`src/rtl/efj_pkg.sv`:
```
`default_nettype none
package efj_pkg;

  localparam int FRAC_BITS = 16;
  localparam int QW = 32;
  localparam int PW = 2 * QW;
  localparam int DENS_W = QW - 1;
  localparam int KAPPA_W = 18;
  localparam int QB = QW + 1;
  localparam int NW = QW + FRAC_BITS + 1;
  localparam int DIV_LAT = QB + 2;
  localparam int ARI_LAT = 7;
  localparam int LAT = DIV_LAT + ARI_LAT;
  localparam int CFG_AW = 3;
  localparam int CFG_DW = 32;

  typedef logic signed [QW-1:0] q_t;
  typedef logic signed [PW-1:0] p_t;

  localparam q_t ONE_Q = q_t'(64'sd1 <<< FRAC_BITS);
  localparam q_t MAX_Q = {1'b0, {(QW-1){1'b1}}};
  localparam q_t MIN_Q = {1'b1, {(QW-1){1'b0}}};
  localparam p_t HALF_P = p_t'(64'sd1 <<< (FRAC_BITS - 1));
  localparam logic [KAPPA_W-1:0] KAPPA_RST = KAPPA_W'(91750);
  localparam logic [CFG_AW-3:0] REG_HEAT_RATIO = '0;

  typedef enum logic [1:0] {
    ST_OK   = 2'd0,
    ST_ZERO = 2'd1,
    ST_SAT  = 2'd2
  } status_t;

  // {direction, row, column}
  localparam logic [4:0] SEL_X_R0C1 = 5'h01;
  localparam logic [4:0] SEL_X_R1C0 = 5'h04;
  localparam logic [4:0] SEL_X_R1C1 = 5'h05;
  localparam logic [4:0] SEL_X_R1C2 = 5'h06;
  localparam logic [4:0] SEL_X_R1C3 = 5'h07;
  localparam logic [4:0] SEL_X_R2C0 = 5'h08;
  localparam logic [4:0] SEL_X_R2C1 = 5'h09;
  localparam logic [4:0] SEL_X_R2C2 = 5'h0A;
  localparam logic [4:0] SEL_X_R3C0 = 5'h0C;
  localparam logic [4:0] SEL_X_R3C1 = 5'h0D;
  localparam logic [4:0] SEL_X_R3C2 = 5'h0E;
  localparam logic [4:0] SEL_X_R3C3 = 5'h0F;
  localparam logic [4:0] SEL_Y_R0C2 = 5'h12;
  localparam logic [4:0] SEL_Y_R1C0 = 5'h14;
  localparam logic [4:0] SEL_Y_R1C1 = 5'h15;
  localparam logic [4:0] SEL_Y_R1C2 = 5'h16;
  localparam logic [4:0] SEL_Y_R2C0 = 5'h18;
  localparam logic [4:0] SEL_Y_R2C1 = 5'h19;
  localparam logic [4:0] SEL_Y_R2C2 = 5'h1A;
  localparam logic [4:0] SEL_Y_R2C3 = 5'h1B;
  localparam logic [4:0] SEL_Y_R3C0 = 5'h1C;
  localparam logic [4:0] SEL_Y_R3C1 = 5'h1D;
  localparam logic [4:0] SEL_Y_R3C2 = 5'h1E;
  localparam logic [4:0] SEL_Y_R3C3 = 5'h1F;

  typedef struct packed {
    logic [DENS_W-1:0] density;
    q_t                momentum_x;
    q_t                momentum_y;
    q_t                total_energy;
    logic              direction;
    logic [1:0]        row;
    logic [1:0]        column;
  } in_word_t;

  typedef struct packed {
    q_t         entry_value;
    logic [1:0] status;
  } out_word_t;

  typedef struct packed {
    logic       zero;
    logic [4:0] sel;
  } tag_t;

  typedef struct packed {
    logic sat;
    q_t   v;
  } qv_t;

  typedef struct packed {
    q_t g;
    q_t gm;
    q_t onem;
    q_t thm;
  } coef_t;

  localparam qv_t ZERO_QV = '{sat: 1'b0, v: '0};
  localparam qv_t ONE_QV = '{sat: 1'b0, v: ONE_Q};

  function automatic qv_t clip_wide(input p_t r);
    qv_t o;
    logic same;
    same = (&r[PW-1:QW-1]) | ~(|r[PW-1:QW-1]);
    o.sat = ~same;
    o.v = same ? r[QW-1:0] : (r[PW-1] ? MIN_Q : MAX_Q);
    return o;
  endfunction

  function automatic qv_t qmulr(input p_t p, input logic f);
    qv_t o;
    o = clip_wide((p + HALF_P) >>> FRAC_BITS);
    o.sat = o.sat | f;
    return o;
  endfunction

  function automatic qv_t qadd(input qv_t a, input qv_t b);
    qv_t o;
    o = clip_wide(p_t'(a.v) + p_t'(b.v));
    o.sat = o.sat | a.sat | b.sat;
    return o;
  endfunction

  function automatic qv_t qsub(input qv_t a, input qv_t b);
    qv_t o;
    o = clip_wide(p_t'(a.v) - p_t'(b.v));
    o.sat = o.sat | a.sat | b.sat;
    return o;
  endfunction

  // product with one half: floor((x + 1) / 2)
  function automatic qv_t qhalf(input qv_t a);
    qv_t o;
    p_t s;
    s = (p_t'(a.v) + p_t'(1)) >>> 1;
    o.v = s[QW-1:0];
    o.sat = a.sat;
    return o;
  endfunction

  function automatic coef_t coef_of(input logic [KAPPA_W-1:0] k);
    coef_t c;
    c.g = q_t'(k);
    c.gm = c.g - ONE_Q;
    c.onem = ONE_Q - c.g;
    c.thm = (ONE_Q <<< 1) + ONE_Q - c.g;
    return c;
  endfunction

endpackage
`default_nettype wire

```
`src/rtl/efj_cfg.sv`:
```
`default_nettype none
module efj_cfg (
  input  logic                        clk,
  input  logic                        rst_n,
  input  logic                        psel,
  input  logic                        penable,
  input  logic                        pwrite,
  input  logic [efj_pkg::CFG_AW-1:0]  paddr,
  input  logic [efj_pkg::CFG_DW-1:0]  pwdata,
  output logic [efj_pkg::CFG_DW-1:0]  prdata,
  output logic                        pready,
  output efj_pkg::coef_t              coef
);
  import efj_pkg::*;

  logic [KAPPA_W-1:0] heat_r;
  logic [KAPPA_W-1:0] heat_nxt;
  coef_t              coef_r;
  logic               hit;
  logic               wr;

  assign hit = (paddr[CFG_AW-1:2] == REG_HEAT_RATIO);
  assign wr = psel & penable & pwrite & hit;
  assign heat_nxt = wr ? pwdata[KAPPA_W-1:0] : heat_r;
  assign pready = 1'b1;
  assign prdata = hit ? {{(CFG_DW-KAPPA_W){1'b0}}, heat_r} : '0;
  assign coef = coef_r;

  always_ff @(posedge clk) begin
    if (!rst_n) begin
      heat_r <= KAPPA_RST;
      coef_r <= coef_of(KAPPA_RST);
    end else begin
      heat_r <= heat_nxt;
      coef_r <= coef_of(heat_nxt);
    end
  end

endmodule
`default_nettype wire

```
`config.mk`:
```
export PLATFORM = sky130hd
export DESIGN_NAME = efj_cfg
export DESIGN_NICKNAME = d
export VERILOG_FILES = /design/src/rtl/efj_pkg.sv /design/src/rtl/efj_cfg.sv
export SDC_FILE = /design/constraint.sdc
export NUM_CORES = 1
export LEC_CHECK = 0
export ABC_AREA = 0
export BUFFER_PORTS_ARGS = -buffer_cell sky130_fd_sc_hd__buf_2
export CAP_MARGIN = 20
export CORE_ASPECT_RATIO = 1.2
export CORE_MARGIN = 8
export CORE_UTILIZATION = 43
export CTS_BUF_LIST = sky130_fd_sc_hd__clkbuf_8
export DETAILED_ROUTE_END_ITERATION = 8
export PLACE_DENSITY_LB_ADDON = 0.08
export SKIP_CTS_REPAIR_TIMING = 1
export SLEW_MARGIN = 20
export SYNTH_ARGS = -nofsm -noshare
export SYNTH_HDL_FRONTEND = slang
export SYNTH_SLANG_ARGS = --single-unit
```
`constraint.sdc`:
```
create_clock -name clk -period 2.6 [get_ports clk]
set_clock_uncertainty 0.15 [all_clocks]
set_input_delay 0.26 -clock clk [delete_from_list [all_inputs] [get_ports clk]]
set_output_delay 0.26 -clock clk [all_outputs]
set_load 0.005 [all_outputs]
```
[Word level (Yosys, flattened, before mapping)]
Index checks and enable logic that the tools add are counted.
Cells by class
  mux-type cells: 2
  bitwise operators: 4
  $add $sub $neg: 3
Operators by type and width (number)
  two-way mux 18 bit: 2
  subtractor 17 x 18 -> 19 bit, first input constant: 1
  subtractor 18 x 17 -> 19 bit, second input constant: 1
  subtractor 18 x 18 -> 19 bit, first input constant: 1
  AND 1 bit: 3
  inverter 1 bit: 1
Word-level totals
  register bits after elaboration: 128
  input port bits: 40
  output and inout bits: 161

[Depth between registers and ports, before layout]
  depth in word-level cells: 5
  depth in mapped cells: 10

[Least setup slack after synthesis]
OpenSTA, ideal clock, no wires.
  kind: input to register
  start point: input port paddr[2] (netlist bit)
  end point: register coef_r (netlist bit coef[40])
  data required time: 2309 ps
  stages: 10
  arrival time: 1891 ps
  path slack: 418 ps
  library setup time: 141 ps
  path through: buf_2 > nand4b_1 > buf_6 > mux2i_1 > ha_1 > clkbuf_1 > nand3_1 > xor2_1 > nand2_1 > o211ai_1
Between the ends
  word-level cells in the longest chain between the ends: 4
Ends and longest elaborated chain
  from (decl): line efj_cfg.sv:8  | input logic [efj_pkg::CFG_AW-1:0] paddr,
  inverter 1 bit: line efj_cfg.sv:22  | assign hit = (paddr[CFG_AW-1:2] == REG_HEAT_RATIO);
  AND 1 bit: line efj_cfg.sv:23  | assign wr = psel & penable & pwrite & hit;
  two-way mux 18 bit: line efj_cfg.sv:24  | assign heat_nxt = wr ? pwdata[KAPPA_W-1:0] : heat_r;
  subtractor 17 x 18 -> 19 bit: line efj_pkg.sv:138  | c.onem = ONE_Q - c.g;
  to (signal assigned): line efj_cfg.sv:32  | coef_r <= coef_of(KAPPA_RST);
  to (signal assigned): line efj_cfg.sv:35  | coef_r <= coef_of(heat_nxt);
  to (decl): line efj_cfg.sv:18  | coef_t coef_r;
No other way between the ends.
A chain may end at the register's enable or synchronous reset.

==> metrics.txt <==
result of the run=finished clean; gate count of the mapped netlist=332; share of the cycle needed by the critical path after routing=79.6%; net switching component of the power=0.336 mW; die boundary height=105 um; total number of vias=2230; full die area=9460 sq um; fraction of final layout cells with drive strength greater than 1=43.3%; CTS tree=yes; beginning of the critical path=coef[107]$_SDFF_PN0_; Syn Std Cell Area=2840 sq um; maximum fanout encountered on the critical timing path=5; clock latency at the later pin of the worst-skew pair=0.29 ns; x dimension of the die=90.1 um; number of different library cells in the post-synthesis netlist=44; main flop type after synthesis=sky130_fd_sc_hd__dfxtp_1; number of input and output port buffers inserted=155; CTS H-tree lvls=2; iteration count of the initial detailed-routing pass=4; final count of hold timing violations=0; Placed Area=3050 sq um; detailed placement HPWL=5830 um; Row Count=32; area of all placed cells without fillers=3130 sq um; clock root buffer=sky130_fd_sc_hd__clkbuf_8; portion of the post-synthesis area used by sequential elements=28.9%; antenna violations before repair=0; clock-pin slew on the worst setup and hold paths=0.08 ns; combinational fraction of design power=14.7%; top cells by count, synth=sky130_fd_sc_hd__buf_4 (103), sky130_fd_sc_hd__dfxtp_1 (41), sky130_fd_sc_hd__nand2_1 (38), sky130_fd_sc_hd__nor2b_1 (21), sky130_fd_sc_hd__mux2i_1 (13); clock sink total=41; global-route met3 utilization=6.73%; startpoint type of the worst setup path=register; Area growth, synth to finish=10.5%; mean routed wirelength per cell=14.2 um; type of the tightest min-delay check=in2reg; Congestion Overflow GR=0; number of buffers added by the clock tree synthesis step=5; number of diodes=0; weighted congestion at the end of routability-driven global placement=0.813; cell leakage power=1.58 nW; count of pins on the block boundary=201; Core Area=6410 sq um; fraction of power spent switching nets=27.0%; first-pass GRT wire length=11200 um; Vias per Instance=4.45; global routing usage on met2=24.4%; max frequency=483 MHz; min Tclk post-route=2.07 ns; total count of max-transition violations in the final report=0; largest net degree at the start of global routing=21; total negative slack for setup checks=0 ns; Max-cap violations=0; internal power=0.908 mW; proportion of synthesized flip-flops having asynchronous set or reset=0%; most utilized layer in the global route result=met2; clock group share of total power=32.3%; total of endpoints with negative setup slack in the final report=0; cell area power density=397 nW/um^2; CP Class=reg2reg; count leader, synth=sky130_fd_sc_hd__buf_4; arrival time worst endpoint=2.10 ns; unrepaired setup endpoints after global routing=false; worst endpoint required time=2.63 ns; EDFF count, synth=0; Final #Nets=458; buffers from clock root to sink, at most=2; DRC violation count after routing=0; fraction of met1 tracks used by global routing=14.5%; violation count after the first detailed-route iteration=57; Largest register FFs=41; area leader, netlist=sky130_fd_sc_hd__dfxtp_1; nature of the critical path endpoint=register; IR Drop Worst-Case VDD=0.000179 V; area share of the largest cell type after synthesis=28.9%; post-detailed-route count of antenna-violating nets=0; cell types occupying the most area after synthesis=sky130_fd_sc_hd__dfxtp_1 (29%), sky130_fd_sc_hd__buf_4 (27%), sky130_fd_sc_hd__nand2_1 (5.0%); critical register-to-register path startpoint=coef[107]$_SDFF_PN0_; total number of yosys warnings=0; vias in the first global route=2237; sequential share of power=53.0%; Initial Util=44.3%; Hold Crit Start=pwdata[6]; routed wire length=7090 um; Mean Syn Cell Area=8.54 sq um; synthesized flop and latch total=41; global-route usage over all layers=13.9%
cell type report:
cell class	count	area (sq um)
clock buffers	5	68.8
clock inverters	3	13.8
fillers	682	3270
inverters	5	18.8
multi-input cells	200	1280
flip-flops and latches	41	821
well taps	85	106
repair buffers	162	828
kinds of logic (layout without fill, tap and decap cells):
family	Yosys count	in the layout	share of synthesized area [%]
buffers and inverters	118	175	29.6
muxes	17	17	6.71
and+or+nand+nor	107	107	21.0
adders and majority gates	3	3	1.32
other	2	29	0.265
xor gates and xnor gates	16	16	4.94
AOI/OAI and AO/OA	28	28	7.24
DFF	41	41	28.9
routing by layer:
metal | vias to the layer above | part of all wire, % | routed length [um]
met4 | 0 | 0.78 | 55
met3 | 6 | 10 | 728
met2 | 108 | 49 | 3470
met5 | - | 0 | 0
li1 | 1120 | - | -
met1 | 996 | 40 | 2840
final timing paths:
| path | endpoint | slack (ns) | cells past startpoint |
|---|---|---|---|
| max | coef[17]$_SDFF_PN0_ | 0.53 | 5 |
| min | coef[102]$_SDFF_PN1_ | 0.09 | 3 |
| max reg2reg | coef[17]$_SDFF_PN0_ | 0.53 | 5 |
| min reg2reg | coef[103]$_SDFF_PN0_ | 0.41 | 2 |
critical path, stage by stage (launching register included):
cell and delay [ns]:
sky130_fd_sc_hd__dfxtp_1 0.35, sky130_fd_sc_hd__or3_1 0.42, sky130_fd_sc_hd__or4_1 0.48, sky130_fd_sc_hd__o32ai_2 0.15
sky130_fd_sc_hd__a21oi_2 0.12, sky130_fd_sc_hd__mux2_4 0.30
power by group through the flow:
stage / clock [mW] / combinational [mW] / sequential [mW]
floorplan: 0 / 0.150 / 0.675
global placement: 0 / 0.184 / 0.674
detailed placement: 0 / 0.185 / 0.675
CTS: 0.422 / 0.185 / 0.660
global route: 0.438 / 0.204 / 0.663
finish: 0.402 / 0.183 / 0.660
stage by stage:
step	hold slack, ns	util (%)	instances	total power, mW	setup WS (ns)
finish	0.0913	48.9	501	1.24	0.529
global route	0.0953	48.9	501	1.31	0.427
CTS	0.0801	48.9	501	1.27	0.528
detailed placement	0.393	47.6	493	0.860	0.251
global placement	0.384	47.6	493	0.858	0.287
floorplan	0.234	-	359	0.826	0.418
placed cells by master, fill, tap and decap left out, drive strengths merged, types with 5 or more instances in the layout:
cell type,netlist,final
inv,5,6
nor3,9,9
a21boi,6,6
conb,2,29
mux2i,14,14
clkbuf,7,5
a21oi,5,5
dfxtp,41,41
nor2,12,12
nand2,38,38
buf,106,162
xnor2,9,9
xor2,7,7
o211ai,6,6
nor2b,21,21
Power figures use the tool's default switching activity.
